**src/rtl/lsms_pkg.sv**
```systemverilog
// Package for the load/store-multiple sequencer.
// Holds the queued request type, result kind codes, sequencer states and constants.
// No dependencies.
package lsms_pkg;

  localparam int unsigned QUEUE_DEPTH = 2;

  localparam logic [3:0]  PC_INDEX   = 4'd15;
  localparam logic [31:0] EMPTY_STEP = 32'h0000_0040;
  localparam logic [31:0] WORD_STEP  = 32'd4;
  localparam logic [31:0] PC_ADJUST  = 32'd2;

  typedef enum logic [1:0] {
    KIND_WRITE = 2'd0,
    KIND_READ  = 2'd1,
    KIND_WBACK = 2'd2
  } lsms_kind_t;

  typedef enum logic [1:0] {
    BK_IDLE  = 2'd0,
    BK_XFER  = 2'd1,
    BK_WBACK = 2'd2
  } lsms_state_t;

  // One classified request as it waits in the queue.
  typedef struct packed {
    logic        is_store;
    logic [2:0]  base_reg;
    logic [7:0]  reg_list;
    logic        list_empty;
    logic [31:0] base_value;
    logic [31:0] final_base;
    logic [31:0] pc_store;
  } lsms_item_t;

endpackage

```
**src/rtl/load_store_multiple_sequencer_unit.sv**
```systemverilog
// Top level of the Thumb load/store-multiple-increment-after sequencer.
// Instantiates lsms_front, lsms_queue and lsms_back; depends on lsms_pkg.
//
// A request (start high while busy is low) describes one LDMIA or STMIA. The
// block emits one result per listed register in ascending order, then a final
// base writeback with out_last set; an empty list gives a single PC transfer.
// Results appear on the out_ ports for one cycle each, marked by out_valid, and
// the receiver cannot stall them. Each request holds the back-end sequencer
// for its transfers and the writeback, one result per cycle, after passing
// through a queue entry and the back-end state registers. Up to QUEUE_DEPTH
// requests wait in the queue; busy is high while it is full.
module load_store_multiple_sequencer_unit #(
  parameter int unsigned QUEUE_DEPTH = lsms_pkg::QUEUE_DEPTH
) (
  input  logic        clk,
  input  logic        rst_n,
  input  logic        start,
  output logic        busy,
  input  logic        in_op,
  input  logic [2:0]  in_base_reg,
  input  logic [7:0]  in_reg_list,
  input  logic [31:0] in_base_value,
  input  logic [31:0] in_pc_value,
  output logic        out_valid,
  output logic [1:0]  out_kind,
  output logic [31:0] out_address,
  output logic [3:0]  out_reg_index,
  output logic        out_use_value,
  output logic [31:0] out_value,
  output logic        out_last
);
  import lsms_pkg::*;

  lsms_item_t front_item;
  lsms_item_t head_item;
  logic       q_full;
  logic       q_not_empty;
  logic       q_pop;

  assign busy = q_full;

  lsms_front u_front (
    .op         (in_op),
    .base_reg   (in_base_reg),
    .reg_list   (in_reg_list),
    .base_value (in_base_value),
    .pc_value   (in_pc_value),
    .item       (front_item)
  );

  lsms_queue #(
    .DEPTH (QUEUE_DEPTH)
  ) u_queue (
    .clk       (clk),
    .rst_n     (rst_n),
    .push      (start),
    .push_item (front_item),
    .pop       (q_pop),
    .head_item (head_item),
    .not_empty (q_not_empty),
    .full      (q_full)
  );

  lsms_back u_back (
    .clk           (clk),
    .rst_n         (rst_n),
    .head_item     (head_item),
    .head_valid    (q_not_empty),
    .pop           (q_pop),
    .res_valid     (out_valid),
    .res_kind      (out_kind),
    .res_address   (out_address),
    .res_reg_index (out_reg_index),
    .res_use_value (out_use_value),
    .res_value     (out_value),
    .res_last      (out_last)
  );

endmodule

```
**src/rtl/lsms_front.sv**
```systemverilog
// Front end of the load/store-multiple sequencer: classifies a request.
// Computes the written-back base and the stored PC value. Depends on lsms_pkg.
module lsms_front (
  input  logic               op,
  input  logic [2:0]         base_reg,
  input  logic [7:0]         reg_list,
  input  logic [31:0]        base_value,
  input  logic [31:0]        pc_value,
  output lsms_pkg::lsms_item_t item
);
  import lsms_pkg::*;

  logic [3:0]  reg_count;
  logic [31:0] step;

  always_comb begin
    reg_count = 4'd0;
    for (int i = 0; i < 8; i++) begin
      reg_count = reg_count + {3'b000, reg_list[i]};
    end
  end

  // An empty list moves the base by a fixed sixteen words.
  assign step = (reg_list == 8'h00) ? EMPTY_STEP : {26'd0, reg_count, 2'b00};

  always_comb begin
    item.is_store   = op;
    item.base_reg   = base_reg;
    item.reg_list   = reg_list;
    item.list_empty = (reg_list == 8'h00);
    item.base_value = base_value;
    item.final_base = base_value + step;
    item.pc_store   = pc_value + PC_ADJUST;
  end

endmodule

```
**src/rtl/lsms_queue.sv**
```systemverilog
// Short register queue between the front and back ends of the sequencer.
// Stores classified requests; depth set by DEPTH. Depends on lsms_pkg.
module lsms_queue #(
  parameter int unsigned DEPTH = lsms_pkg::QUEUE_DEPTH
) (
  input  logic                 clk,
  input  logic                 rst_n,
  input  logic                 push,
  input  lsms_pkg::lsms_item_t push_item,
  input  logic                 pop,
  output lsms_pkg::lsms_item_t head_item,
  output logic                 not_empty,
  output logic                 full
);
  import lsms_pkg::*;

  localparam int unsigned AW = (DEPTH > 1) ? $clog2(DEPTH) : 1;
  localparam int unsigned CW = $clog2(DEPTH + 1);
  localparam logic [AW-1:0] LAST_PTR = AW'(DEPTH - 1);
  localparam logic [CW-1:0] FULL_CNT = CW'(DEPTH);

  lsms_item_t    entry_r [DEPTH];
  logic [AW-1:0] wr_ptr_r, wr_ptr_nxt;
  logic [AW-1:0] rd_ptr_r, rd_ptr_nxt;
  logic [CW-1:0] count_r, count_nxt;
  logic          do_push, do_pop;

  assign full      = (count_r == FULL_CNT);
  assign not_empty = (count_r != '0);
  assign do_push   = push && !full;
  assign do_pop    = pop && not_empty;
  assign head_item = entry_r[rd_ptr_r];

  always_comb begin
    wr_ptr_nxt = wr_ptr_r;
    rd_ptr_nxt = rd_ptr_r;
    count_nxt  = count_r;
    if (do_push) begin
      wr_ptr_nxt = (wr_ptr_r == LAST_PTR) ? '0 : wr_ptr_r + AW'(1);
    end
    if (do_pop) begin
      rd_ptr_nxt = (rd_ptr_r == LAST_PTR) ? '0 : rd_ptr_r + AW'(1);
    end
    if (do_push && !do_pop) begin
      count_nxt = count_r + CW'(1);
    end else if (do_pop && !do_push) begin
      count_nxt = count_r - CW'(1);
    end
  end

  always_ff @(posedge clk) begin
    if (!rst_n) begin
      wr_ptr_r <= '0;
      rd_ptr_r <= '0;
      count_r  <= '0;
    end else begin
      wr_ptr_r <= wr_ptr_nxt;
      rd_ptr_r <= rd_ptr_nxt;
      count_r  <= count_nxt;
    end
  end

  always_ff @(posedge clk) begin
    if (do_push) begin
      entry_r[wr_ptr_r] <= push_item;
    end
  end

endmodule

```
**src/rtl/lsms_back.sv**
```systemverilog
// Back end of the load/store-multiple sequencer: walks the register list.
// Emits one registered result per cycle from the queued request. Depends on lsms_pkg.
module lsms_back (
  input  logic                 clk,
  input  logic                 rst_n,
  input  lsms_pkg::lsms_item_t head_item,
  input  logic                 head_valid,
  output logic                 pop,
  output logic                 res_valid,
  output logic [1:0]           res_kind,
  output logic [31:0]          res_address,
  output logic [3:0]           res_reg_index,
  output logic                 res_use_value,
  output logic [31:0]          res_value,
  output logic                 res_last
);
  import lsms_pkg::*;

  lsms_state_t state_r, state_nxt;
  logic [7:0]  mask_r, mask_nxt;
  logic [31:0] addr_r, addr_nxt;
  logic        first_r, first_nxt;
  logic        is_store_r, is_store_nxt;
  logic        empty_r, empty_nxt;
  logic [2:0]  base_reg_r, base_reg_nxt;
  logic [31:0] final_r, final_nxt;
  logic [31:0] pc_store_r, pc_store_nxt;

  logic        valid_r, valid_nxt;
  lsms_kind_t  kind_r, kind_nxt;
  logic [31:0] address_r, address_nxt;
  logic [3:0]  reg_index_r, reg_index_nxt;
  logic        use_value_r, use_value_nxt;
  logic [31:0] value_r, value_nxt;
  logic        last_r, last_nxt;

  logic [2:0]  low_idx;
  logic [7:0]  rest_mask;
  logic        final_xfer;
  logic        override;

  always_comb begin
    low_idx = 3'd0;
    for (int i = 7; i >= 0; i--) begin
      if (mask_r[i]) begin
        low_idx = 3'(i);
      end
    end
  end

  assign rest_mask  = mask_r & (mask_r - 8'd1);
  assign final_xfer = empty_r || (rest_mask == 8'h00);
  // A store of the base register after the first transfer carries the new base.
  assign override   = is_store_r && !first_r && (low_idx == base_reg_r);

  always_comb begin
    state_nxt     = state_r;
    mask_nxt      = mask_r;
    addr_nxt      = addr_r;
    first_nxt     = first_r;
    is_store_nxt  = is_store_r;
    empty_nxt     = empty_r;
    base_reg_nxt  = base_reg_r;
    final_nxt     = final_r;
    pc_store_nxt  = pc_store_r;
    pop           = 1'b0;
    valid_nxt     = 1'b0;
    kind_nxt      = KIND_WBACK;
    address_nxt   = 32'd0;
    reg_index_nxt = 4'd0;
    use_value_nxt = 1'b0;
    value_nxt     = 32'd0;
    last_nxt      = 1'b0;

    case (state_r)
      BK_XFER: begin
        valid_nxt   = 1'b1;
        kind_nxt    = is_store_r ? KIND_WRITE : KIND_READ;
        address_nxt = addr_r;
        if (empty_r) begin
          reg_index_nxt = PC_INDEX;
          use_value_nxt = is_store_r;
          value_nxt     = is_store_r ? pc_store_r : 32'd0;
        end else begin
          reg_index_nxt = {1'b0, low_idx};
          use_value_nxt = override;
          value_nxt     = override ? final_r : 32'd0;
        end
        mask_nxt  = rest_mask;
        addr_nxt  = addr_r + WORD_STEP;
        first_nxt = 1'b0;
        if (final_xfer) begin
          state_nxt = BK_WBACK;
        end
      end
      BK_WBACK: begin
        valid_nxt     = 1'b1;
        kind_nxt      = KIND_WBACK;
        reg_index_nxt = {1'b0, base_reg_r};
        use_value_nxt = 1'b1;
        value_nxt     = final_r;
        last_nxt      = 1'b1;
        state_nxt     = BK_IDLE;
      end
      default: begin
        state_nxt = BK_IDLE;
      end
    endcase

    // The next request is loaded while the writeback goes out.
    if ((state_r == BK_IDLE || state_r == BK_WBACK) && head_valid) begin
      pop          = 1'b1;
      state_nxt    = BK_XFER;
      mask_nxt     = head_item.reg_list;
      addr_nxt     = head_item.base_value;
      first_nxt    = 1'b1;
      is_store_nxt = head_item.is_store;
      empty_nxt    = head_item.list_empty;
      base_reg_nxt = head_item.base_reg;
      final_nxt    = head_item.final_base;
      pc_store_nxt = head_item.pc_store;
    end
  end

  always_ff @(posedge clk) begin
    if (!rst_n) begin
      state_r <= BK_IDLE;
      valid_r <= 1'b0;
    end else begin
      state_r <= state_nxt;
      valid_r <= valid_nxt;
    end
  end

  always_ff @(posedge clk) begin
    mask_r      <= mask_nxt;
    addr_r      <= addr_nxt;
    first_r     <= first_nxt;
    is_store_r  <= is_store_nxt;
    empty_r     <= empty_nxt;
    base_reg_r  <= base_reg_nxt;
    final_r     <= final_nxt;
    pc_store_r  <= pc_store_nxt;
    kind_r      <= kind_nxt;
    address_r   <= address_nxt;
    reg_index_r <= reg_index_nxt;
    use_value_r <= use_value_nxt;
    value_r     <= value_nxt;
    last_r      <= last_nxt;
  end

  assign res_valid     = valid_r;
  assign res_kind      = kind_r;
  assign res_address   = address_r;
  assign res_reg_index = reg_index_r;
  assign res_use_value = use_value_r;
  assign res_value     = value_r;
  assign res_last      = last_r;

endmodule
```
**config.mk**
```make
export PLATFORM = sky130hd
export DESIGN_NAME = load_store_multiple_sequencer_unit
export DESIGN_NICKNAME = d
export VERILOG_FILES = /design/src/rtl/lsms_pkg.sv /design/src/rtl/load_store_multiple_sequencer_unit.sv /design/src/rtl/lsms_front.sv /design/src/rtl/lsms_queue.sv /design/src/rtl/lsms_back.sv
export SDC_FILE = /design/constraint.sdc
export NUM_CORES = 1
export LEC_CHECK = 0
export ABC_AREA = 1
export BUFFER_PORTS_ARGS = -buffer_cell sky130_fd_sc_hd__clkbuf_2
export CAP_MARGIN = 20
export CORE_AREA = 10 10 186 188
export CTS_CLUSTER_DIAMETER = 100
export DETAILED_ROUTE_END_ITERATION = 16
export DIE_AREA = 0 0 196 198
export PLACE_DENSITY = 0.83
export SLEW_MARGIN = 20
export SYNTH_ARGS = -nofsm -noshare
export SYNTH_HDL_FRONTEND = slang
export SYNTH_SLANG_ARGS = --single-unit
```
**constraint.sdc**
```tcl
create_clock -name clk -period 7.2 [get_ports clk]
set_input_delay 0.72 -clock clk [delete_from_list [all_inputs] [get_ports clk]]
set_output_delay 0.72 -clock clk [all_outputs]
set_load 0.01 [all_outputs]
```
Word-level counts from Yosys, hierarchy flattened
Memories as Yosys holds them, arrays and structs flattened. A register that Yosys moved wholly into a read port is not among the register bits.
Cells that the tools add are included.
Word-level totals
  bits in latches: 0
  output and inout port bits: 74
  ROM bits: 0
  memories: 1
  register bits: 189
  input bits: 79
  RAM bits: 218
Cells by class
  magnitude comparators: 0
  divide/modulo/power cells: 0
  shift operators: 0
  bitwise gates (word level): 3
  multipliers: 0
  reduce and logical (&&, ||, !) cells: 21
  multiplexer cells: 36
  eq/ne operators: 5
  add/subtract/negate cells: 15
Memory list
  u_queue.entry_r: words 2, width 109, rd ports 1, clocked after Yosys merged registers in 1, write ports 1, line lsms_queue.sv:22  | lsms_item_t entry_r [DEPTH];
Operator list (number)
  32-bit two-way mux: 5
  32-bit case mux with 2 select lines: 1
  32-bit by 2-bit adder with 32-bit output, second input constant: 1
  32-bit by 3-bit adder with 32-bit output, second input constant: 1
  32-bit adder: 1
  4-bit by 1-bit adder with 4-bit output: 6
  3-bit two-way mux: 8
  8-bit logical NOT: 2
  8-bit two-way mux: 2
  1-bit two-way mux: 14
  8-bit bitwise AND: 1
  4-bit case mux with 2 select lines: 1
  8-bit by 1-bit subtractor with 8-bit output, second input constant: 1
  1-bit logical AND: 7
  7-bit two-way mux: 1
  2-bit nonzero test: 3
  2-bit == test, second input constant: 2
  1-bit logical NOT: 4
  2-bit two-way mux: 2
  4-bit two-way mux: 1
  3-bit == test: 1
  3-bit by 1-bit inequality test with 1-bit output, second input constant: 1
  3-bit OR reduction: 1
  1-bit adder, second input constant: 2
  other kinds (9): 11

Logic depth before layout (Yosys ltp)
Gate-level depths: netlist of run 1.
  word-level depth: 13
  mapped depth: 22

Hierarchy
A second synthesis of run 1 with hierarchy kept.
Second synthesis, totals
  cells, all modules: 1593
  area total of the unflattened synthesis: 18086.1 µm²
By module, submodules not included
  lsms_queue: cells each 376, instances 1, area an instance 8131.5 µm², sequential area each 6646.4 µm²
  lsms_back: cells each 713, instances 1, area an instance 7404.6 µm², sequential area each 4794.6 µm²
  lsms_front: cells each 504, instances 1, area an instance 2549.9 µm², sequential area each 0.0 µm²

Worst setup path after synthesis of run 1
OpenSTA, ideal clock, no wires.
  path type: input -> register
  start point: input start
  end point: memory u_queue.entry_r[1][0] (netlist bit), enable pin
  buffers on the path: 0
  arrival time: 5.334 ns
  stages on the path: 2
  slack: 1.290 ns
  library setup time: 0.576 ns
  path through: o21ai_0 nor2_1
Between the ends
  longest elaborated chain between the ends: 3
RTL lines
  start, declared: line load_store_multiple_sequencer_unit.sv:17  | input logic start,
  1-bit logical AND: line lsms_queue.sv:30  | assign do_push = push && !full;
  1-bit two-way mux: line lsms_queue.sv:64  | if (do_push) begin
  1-bit two-way mux (not written as such): line lsms_queue.sv:65  | entry_r[wr_ptr_r] <= push_item;
  end, declared: line lsms_queue.sv:22
Every way passes these cells.

==> flow_summary.toml, run 1 <==
[outcome]
outcome = "complete, no violations"

[synth]
synth_ff_type = "edfxtp_1"
synth_edf_count = 323
synth_cell_types = 42
syn_avg_cell_area_sq_um = 11.4
synth_area_sq_um = 16700
ys_top_cells_by_area = "edfxtp_1, dfxtp_1, nand2_1, xor2_1, inv_1"
synth_seq_cells = 404
synthArstFlopShare_pct = 0
synthCells = 1469
yosysTopAreaCell = "edfxtp_1"
yosysWarnings = 0
yosysSeqAreaShare_pct = 67.7
synth_fp_nets = 1568
synth_top_cell_area_share_pct = 58.0

[run]
drv_cap = 0

[finish]
area_growth_pct = 14.8
layout_common_cells = "nand2_1, edfxtp_1, clkbuf_2, inv_1, dfxtp_1"
num-nets-final = 1719
fillers = 2373
drive_gt1_share_pct = 16.6
final_common_cell = "nand2_1"

[floorplan]
std_cell_rows = 65
initial_utilization_pct = 53.9
die_w_um = 196
pin_count = 153
core-area_sq_um = 31100
dieHeight_um = 198
floorplan.die_area_sq_um = 38800

[sta]
period_needed_ps = 4610
max_slew_margin_pct = 24.5
tns_ps = 0
rsz0062_at_grt = "no"
fin_crit_sh_pct = 64.0
setup_viol = 0
finalHoldViolations = 0
worst_slew_pin_slew_ps = 1130
fin_skew_ps = 16.2
holdWs_ps = 373
drv_slew = 0
max_freq_mhz = 217

[min_path]
hold_class = "input pin to flip-flop"

[routing]
vias = 11400
wl_per_cell_um = 19.2
first_pass_iters = 8
post-route-drc-count = 0
drtIter0Drc = 1029
wirelength_um = 39500
vias_per_cell = 5.54
ant_nets = 0

[global_routing]
grtUsageTotal_pct = 19.6
grt_max_degree = 80
overflow = 0
antenna_found_initial = 5
grt_pass1_wl_um = 60700
first_global_vias = 11400

[clock_tree]
clk_latency_ps = 530
ctsHoldBuffers = 0
clockBufferDepth = 3
cts_sinks = 404
clk_pin_slew_ps = 70
cts_root_buf = "clkbuf_16"
numCtsBuffers = 41
post_cts_resized = 0
postCtsSetupRepairBufs = 0
cts_tree = "yes"
h-tree-depth = 2

[power_and_ir_drop]
power.density_nw_per_um2 = 404
ir_worst_vdd_mv = 0.238
p_leak_uw = 0.00776

[place]
hpwl_um = 26600
port_buffers = 152
place.gp.congestion = 0.919

[setup_path]
cp_max_fo = 5
crit_path_start_kind = "input pin"
end_kind = "flip-flop"
worstPathRequired_ps = 7470
crit_type = "input pin to flip-flop"
arrival_ps = 4870
-- synth_stat cells, types with 4 or more instances --
| library cell | instances |
|---|---|
| nor2_1 | 65 |
| or2_2 | 6 |
| ha_1 | 15 |
| xnor2_1 | 28 |
| nor2_4 | 8 |
| nor4_1 | 6 |
| a32oi_1 | 31 |
| nor3_2 | 4 |
| o21ai_0 | 24 |
| nand2_2 | 10 |
| xor2_1 | 49 |
| inv_1 | 113 |
| a21oi_1 | 63 |
| clkbuf_1 | 45 |
| dfxtp_1 | 81 |
| a21o_1 | 9 |
| nand3b_1 | 4 |
| o211ai_1 | 5 |
| nand3_1 | 63 |
| nor3_1 | 16 |
| buf_2 | 7 |
| inv_2 | 6 |
| nor2_2 | 5 |
| a31oi_1 | 17 |
| nand4_1 | 22 |
| fa_1 | 5 |
| edfxtp_1 | 323 |
| nand2_1 | 418 |
-- cell families (layout without fill, tap and decap cells) --
kind of cell,Yosys count,count (layout),share of synthesized area (%)
flops,404,404,67.7
simple gates,634,634,16.5
buf+inv,176,359,4.14
fa+ha+maj,20,20,1.72
mux,2,2,0.120
xor+xnor,77,77,4.03
compound gates,156,156,5.80
other cells,0,3,0
-- final timing paths --
kind / start / depth (start not counted) / slack (ps) / endpoint
max: in_reg_list[0] / 21 / 2590 / u_queue.entry_r[1][60]
max reg2reg: u_queue.count_r[0] / 3 / 4300 / u_queue.entry_r[0][64]
min: in_base_value[1] / 1 / 370 / u_queue.entry_r[1][65]
min reg2reg: u_back.addr_r[0] / 2 / 420 / u_back.res_address[0]
-- state kept, by name (all words and copies together), names as in the netlist, named ones only --
name / cells
u_back.res_reg_index: 4
u_back.final_r: 32
u_back.mask_r: 8
u_back.first_r: 1
u_back.res_use_value: 1
u_back.pc_store_r: 32
u_back.state_r: 2
u_back.res_address: 32
u_back.empty_r: 1
u_back.is_store_r: 1
u_back.res_kind: 2
u_back.base_reg_r: 3
u_queue.rd_ptr_r: 1
u_queue.count_r: 2
u_back.res_value: 32
u_back.addr_r: 32
u_back.res_valid: 1
u_queue.entry_r: 214
u_queue.wr_ptr_r: 1
u_back.res_last: 1
-- final cells by class --
type,instances,area [sq um],area share [%]
antenna,3,7.51,0.0391
clock buffer,46,1090,5.66
clock inverter,29,239,1.24
inverter,120,453,2.36
multi-input combinational,889,4740,24.7
sequential,404,11300,59.0
tap,402,503,2.62
timing repair buffer,164,851,4.43
-- per-layer routing --
| metal | up-vias | track usage, % | part of all wire [%] |
|---|---|---|---|
| li1 | 5343 | - | - |
| met1 | 5482 | 23.0 | 38 |
| met2 | 485 | 34.3 | 52 |
| met3 | 84 | 4.31 | 7.7 |
| met4 | 4 | 7.81 | 2.7 |
| met5 | - | 0 | 0.068 |
-- metrics by stage --
| stage | setup WS (ps) | cells | util [%] | total power, uW | instance area, sq um |
|---|---|---|---|---|---|
| 2_1_floorplan | 1290 | 1469 | - | 5020 | 16700 |
| 3_3_place_gp | 2290 | 1979 | 57.5 | 5600 | 17900 |
| 3_5_place_dp | 2090 | 1979 | 57.5 | 5700 | 17900 |
| 4_1_cts | 2620 | 2054 | 61.8 | 7780 | 19200 |
| 5_1_grt | 2410 | 2056 | 61.8 | 8150 | 19200 |
| 6_report | 2590 | 2057 | 61.8 | 7760 | 19200 |
-- critical path: stages --
cell      delay [ps]
clkbuf_2         130
inv_1             60
ha_1             270
inv_1             50
fa_1             500
fa_1             450
fa_1             430
fa_1             390
xor2_1           140
nor2_1            70
ha_1             380
nand3_1          100
nand3_1          130
nand2_1           90
nand2_1           70
nand2_1          100
nor2_2           210
nand2_2          130
nor2_4           170
nand3_1          130
xnor2_1          180
-- power breakdown --
| part | switching, uW | internal, uW |
|---|---|---|
| combinational | 1390 | 530 |
| sequential | 374 | 3380 |
| clock | 854 | 1230 |
| total | 2620 | 5140 |
Note: power is estimated with default switching activity, not from simulation.
==> run 2: changes to the inputs <==
--- a/config.mk
+++ b/config.mk
@@ -5,13 +5,13 @@
 export SDC_FILE = /design/constraint.sdc
 export NUM_CORES = 1
 export LEC_CHECK = 0
-export ABC_AREA = 1
+export ABC_AREA = 0
 export BUFFER_PORTS_ARGS = -buffer_cell sky130_fd_sc_hd__clkbuf_2
 export CAP_MARGIN = 20
-export CORE_AREA = 10 10 186 188
+export CORE_AREA = 10 10 184 186
 export CTS_CLUSTER_DIAMETER = 100
 export DETAILED_ROUTE_END_ITERATION = 16
-export DIE_AREA = 0 0 196 198
+export DIE_AREA = 0 0 194 196
 export PLACE_DENSITY = 0.83
 export SLEW_MARGIN = 20
 export SYNTH_ARGS = -nofsm -noshare
==> constraint.sdc (replaced) <==
create_clock -name clk -period 4.75 [get_ports clk]
set_input_delay 0.475 -clock clk [delete_from_list [all_inputs] [get_ports clk]]
set_output_delay 0.475 -clock clk [all_outputs]
set_load 0.01 [all_outputs]
==> run 2 against run 1 <==
Net effect:
- critical path depth shrank 5
- cell count is 16% lower
- final area decreased by 0.53%
- synthesized cell count fell by 22%
- highest routed layer unchanged
- first-iteration DRC count fell by 9.8%
- clock-buffer cell count up 10
- sequential power is 51% higher
- critical endpoint is now u_queue.entry_r[0][51]
- clock power rose by 56%
- register-to-register slack worse by 2800 ps
- largest power group unchanged
- sequential cell count did not move
==> flow_summary.toml, run 2 <==
[setup_path]
path_delay_family = "adder cells"
slowest_stage = "fa_1"
arrival_ps = 4440
path_cells = "clkbuf_2, inv_1, ha_1, inv_1, fa_1, fa_1, fa_1, fa_1, nor2_1, ha_1, a211o_1, a211oi_1, buf_4, or3_1, nor2_1, xor2_1"
crit_type = "input pin to flip-flop"
end_kind = "flip-flop"
crit_path_start_kind = "input pin"
cpMostUsedCell = "fa_1"
worst_path_largest_cell_delay_ps = 490
worstPathRequired_ps = 5020
cp_max_fo = 4
path_buf_inv = 4

[global_routing]
grt_pass1_wl_um = 55500
grt_max_degree = 77
grtUsageTotal_pct = 18.3
antenna_found_initial = 5
overflow = 0
first_global_vias = 9912

[min_path]
hold_class = "input pin to flip-flop"

[place]
place.gp.congestion = 0.814
dpl_cell_area_sq_um = 17700
port_buffers = 152
hpwl_um = 24300

[synth]
synth_xor_area_share_pct = 4.52
yosysSeqAreaShare_pct = 68.8
synth.most_common_cell = "edfxtp_1"
synth_top_family_by_area = "simple AND/OR/NAND/NOR gates"
ys_top_cells_by_area = "edfxtp_1, dfxtp_1, mux2_2, xnor2_1, nand3_1"
synth_edf_count = 323
syn_avg_cell_area_sq_um = 14.4
synth_ff_type = "edfxtp_1"
synthMuxAreaShare_pct = 5.63
synthTopCellsByCount = "edfxtp_1, dfxtp_1, mux2_2"
synth_seq_cells = 404
synthArstFlopShare_pct = 0
synth_top_cell_area_share_pct = 58.9
yosysWarnings = 0
synth_fp_nets = 1241
synth-compound-area-share_pct = 7.47
synth_cell_types = 52
yosysTopAreaCell = "edfxtp_1"
synthCells = 1142
synthAdderAreaFrac_pct = 1.81
synth-simple-area-share_pct = 9.75
synth_area_sq_um = 16500

[finish]
num-nets-final = 1400
largest_register = "u_queue.entry_r"
layout_common_cells = "edfxtp_1, clkbuf_2, dfxtp_1, mux2_2, nand3_1"
final_common_cell = "edfxtp_1"
area_growth_pct = 16.1
fillers = 2165
drive_gt1_share_pct = 26.4
largest_reg_flops = 214
finish.instance_area_sq_um = 19100

[sta]
tns_ps = 0
fin_crit_sh_pct = 87.7
fin_skew_ps = 27.6
setup_viol = 0
max_slew_margin_pct = 37.4
rsz0062_at_grt = "no"
finalHoldViolations = 0
drv_slew = 0
period_needed_ps = 4170
max_freq_mhz = 240
worst_slew_pin_slew_ps = 938

[floorplan]
pin_count = 153
core-area_sq_um = 30300
die_w_um = 194
floorplan.die_area_sq_um = 38000
dieHeight_um = 196
initial_utilization_pct = 54.4
std_cell_rows = 64

[clock_tree]
clockBufferDepth = 3
ctsHoldBuffers = 0
post_cts_resized = 0
clk_latency_ps = 540
h-tree-depth = 2
clk_pin_slew_ps = 60
cts_tree = "yes"
postCtsSetupRepairBufs = 0
numCtsBuffers = 40
cts_root_buf = "clkbuf_16"
cts_sinks = 404

[power_and_ir_drop]
p_leak_uw = 0.00677
ir_worst_vdd_mv = 0.293
power.density_nw_per_um2 = 599

[routing]
drtIter0Drc = 928
post-route-drc-count = 0
ant_nets = 0
first_pass_iters = 5
vias_per_cell = 5.75
wl_per_cell_um = 21.0
wirelength_um = 36400
vias = 9963

[outcome]
outcome = "complete, no violations"

[run]
drv_cap = 0
## run 2: cell families (layout without fill, tap and decap cells)
family                   count (synthesis)  in the layout
AO/OA/AOI/OAI                          170            170
XOR/XNOR                                85             85
adder cells (fa/ha/maj)                 21             21
buffers and inverters                   83            274
flip-flops                             404            404
multiplexers                            84             84
other                                    0              4
AND/OR/NAND/NOR                        295            295
## run 2: power breakdown
| group | leakage, uW | switching [uW] | internal, uW |
|---|---|---|---|
| clock network | 0.000683 | 1300 | 1950 |
| registers | 0.00370 | 593 | 5090 |
| logic | 0.00239 | 1590 | 933 |
## run 2: final timing paths
check / end / slack, ps / depth (start not counted) / startpoint
worst max register to register: u_back.pc_store_r[18] / 1480 / 6 / u_back.state_r[0]
worst min register to register: u_back.first_r / 460 / 1 / u_back.first_r
worst max-delay path: u_queue.entry_r[0][51] / 580 / 16 / in_reg_list[0]
worst min-delay path: u_queue.entry_r[0][108] / 130 / 1 / in_op
## run 2: layout make-up
| type | count | area (sq um) | share of cell area [%] |
|---|---|---|---|
| tap | 396 | 495 | 2.59 |
| inverter | 26 | 98.8 | 0.517 |
| timing repair buffer | 174 | 951 | 4.98 |
| clock buffer | 56 | 1210 | 6.31 |
| multi-input combinational | 655 | 4840 | 25.3 |
| clock inverter | 18 | 183 | 0.956 |
| antenna | 4 | 10.0 | 0.0524 |
| sequential | 404 | 11300 | 59.3 |
## run 2: stage by stage
| step | setup slack, ps | hold slack [ps] | power [uW] | util, % | cells |
|---|---|---|---|---|---|
| final | 582 | 126 | 11500 | 63.1 | 1733 |
| after global routing | 303 | 119 | 12000 | 63.1 | 1732 |
| after CTS | 597 | 113 | 11500 | 63.0 | 1728 |
| after detailed placement | 88.9 | 449 | 8210 | 58.4 | 1654 |
| after global placement | 162 | 431 | 8080 | 58.4 | 1654 |
| after floorplan | 458 | 419 | 7310 | - | 1142 |
## run 2: per-layer routing
layer / wire (um) / up-vias / track usage [%] / part of all wire, %
met5: 12 / - / 0 / 0.033
met4: 1100 / 2 / 6.93 / 3.0
met3: 2070 / 78 / 3.46 / 5.7
met2: 18300 / 353 / 31.1 / 50
met1: 14900 / 4890 / 22.7 / 41
li1: - / 4640 / - / -
==> run 3: changes to the inputs <==
--- a/config.mk
+++ b/config.mk
@@ -10,9 +10,11 @@
 export CAP_MARGIN = 20
 export CORE_AREA = 10 10 184 186
 export CTS_CLUSTER_DIAMETER = 100
+export CTS_CLUSTER_SIZE = 30
 export DETAILED_ROUTE_END_ITERATION = 16
 export DIE_AREA = 0 0 194 196
 export PLACE_DENSITY = 0.83
+export REMOVE_ABC_BUFFERS = 1
 export SLEW_MARGIN = 20
 export SYNTH_ARGS = -nofsm -noshare
 export SYNTH_HDL_FRONTEND = slang
==> run 3 against run 2 <==
Net effect:
- die area unchanged
- core utilization down 3.1 points
- clock-buffer cell count down 28
- routed wire length down 6.1%
- worst hold slack better by 16 ps
- cell count down 2.7%
- clock skew down 6.0 ps
- critical endpoint is now u_queue.entry_r[1][44]
==> flow_summary.toml, run 3 (same netlist as run 2, synthesis figures left out) <==
[clock_tree]
clockBufferDepth = 3
cts_root_buf = "clkbuf_16"
h-tree-depth = 1
ctsHoldBuffers = 0
clk_pin_slew_ps = 110
post_cts_resized = 0
cts_sinks = 404
clk_latency_ps = 510
postCtsSetupRepairBufs = 0
numCtsBuffers = 17
cts_tree = "yes"

[sta]
fin_skew_ps = 21.7
rsz0062_at_grt = "no"
max_slew_margin_pct = 34.8
drv_slew = 0
worst_slew_pin_slew_ps = 976
fin_ws_ps = 573
period_needed_ps = 4180
max_freq_mhz = 239
setup_viol = 0
finalHoldViolations = 0
fin_crit_sh_pct = 87.9
holdWs_ps = 142

[setup_path]
reg2regPathDepth = 5
cpMostUsedCell = "fa_1"
rr_startpoint = "u_back.mask_r[2]"
reg2reg_to = "u_back.res_value[9]"
slowest_stage = "fa_1"
cp_max_fo = 4
crit_path_start_kind = "input pin"
worst_path_largest_cell_delay_ps = 500
r2r_slack_ps = 1860
end_kind = "flip-flop"
path_cells = "clkbuf_2, inv_1, ha_1, inv_1, fa_1, fa_1, fa_1, fa_1, nor2_1, fa_1, a21o_1, a211oi_1, buf_4, and4b_1, xor2_1"
arrival_ps = 4450
worstPathRequired_ps = 5020
crit_type = "input pin to flip-flop"

[power_and_ir_drop]
power.density_nw_per_um2 = 539
p_total_uw = 9790
p_leak_uw = 0.00630
ir_worst_vdd_mv = 0.244

[global_routing]
grt_max_degree = 109
antenna_found_initial = 10
first_global_vias = 9666
overflow = 0
grt_pass1_wl_um = 53900
grtUsageTotal_pct = 17.4

[run]
drv_cap = 0

[floorplan]
initial_utilization_pct = 54.4
std_cell_rows = 64
core-area_sq_um = 30300
die_w_um = 194
dieHeight_um = 196
floorplan.die_area_sq_um = 38000
pin_count = 153

[routing]
drtIter0Drc = 778
wl_per_cell_um = 20.3
ant_nets = 0
first_pass_iters = 5
vias_per_cell = 5.66
post-route-drc-count = 0
wirelength_um = 34200
vias = 9540

[min_path]
hp-start = "in_base_reg[0]"
hold_class = "input pin to flip-flop"
min_to = "u_queue.entry_r[0][105]"
whs_path_depth = 1

[place]
port_buffers = 152
place_ws_ps = 57.4
place.gp.congestion = 0.853
hpwl_um = 23300

[finish]
fillers = 2337
area_growth_pct = 10.4
layout_common_cells = "edfxtp_1, clkbuf_2, dfxtp_1, mux2_2, nand3_1"
largest_register = "u_queue.entry_r"
final_common_cell = "edfxtp_1"
drive_gt1_share_pct = 23.4
num-nets-final = 1373
largest_reg_flops = 214

[outcome]
outcome = "complete, no violations"
-- run 3: how the worst max path moves through the flow --
| stage | startpoint | endpoint | slack [ps] | cells after the start |
|---|---|---|---|---|
| floorplan | u_back.state_r[0] | u_back.addr_r[0] | -2340 | 5 |
| global placement | in_reg_list[0] | u_queue.entry_r[0][51] | 180 | 16 |
| detailed placement | in_reg_list[0] | u_queue.entry_r[1][62] | 60 | 17 |
| CTS | in_reg_list[0] | u_queue.entry_r[1][62] | 610 | 17 |
| global route | in_reg_list[1] | u_queue.entry_r[1][42] | 420 | 16 |
| finish | in_reg_list[0] | u_queue.entry_r[1][44] | 570 | 15 |
-- run 3: cell type report --
cell class,count,area (sq um),share of cell area [%]
multi-input cells,655,4840,26.6
well taps,396,495,2.73
inverters,26,97.6,0.537
clock inverters,1,16.3,0.0895
clock buffers,28,467,2.57
repair buffers,170,921,5.07
flip-flops and latches,404,11300,62.3
diodes,7,17.5,0.0964
-- run 3: power breakdown --
group          leakage, uW  internal (uW)  switching, uW
logic              0.00237            916           1560
clock network     0.000230            695           1010
registers          0.00370           5070            543
-- run 3: worst max-delay path, delay by kind of cell --
kind | cells | cell delay [ps]
AOI/OAI and AO/OA | 2 | 560
xor gates and xnor gates | 1 | 150
adders and majority gates | 6 | 2560
buffers and inverters | 4 | 430
and+or+nand+nor | 2 | 270
-- run 3: metal layers --
layer / vias up / wire length, um / share of wire, % / GRT usage, %
met3: 66 / 1820 / 5.3 / 2.92
met4: 6 / 1050 / 3.1 / 6.50
met5: - / 39 / 0.11 / 0
li1: 4561 / - / - / -
met1: 4623 / 14300 / 42 / 22.2
met2: 284 / 17000 / 50 / 29.4
-- run 3: metrics by stage --
step	utilization (%)	cell area, sq um	TNS, ps	cells
floorplan	-	16200	-324180	1085
global placement	58.4	17700	0	1651
CTS	60.0	18200	0	1680
detailed placement	58.4	17700	0	1651
global route	60.0	18200	0	1686
finish	60.0	18200	0	1687
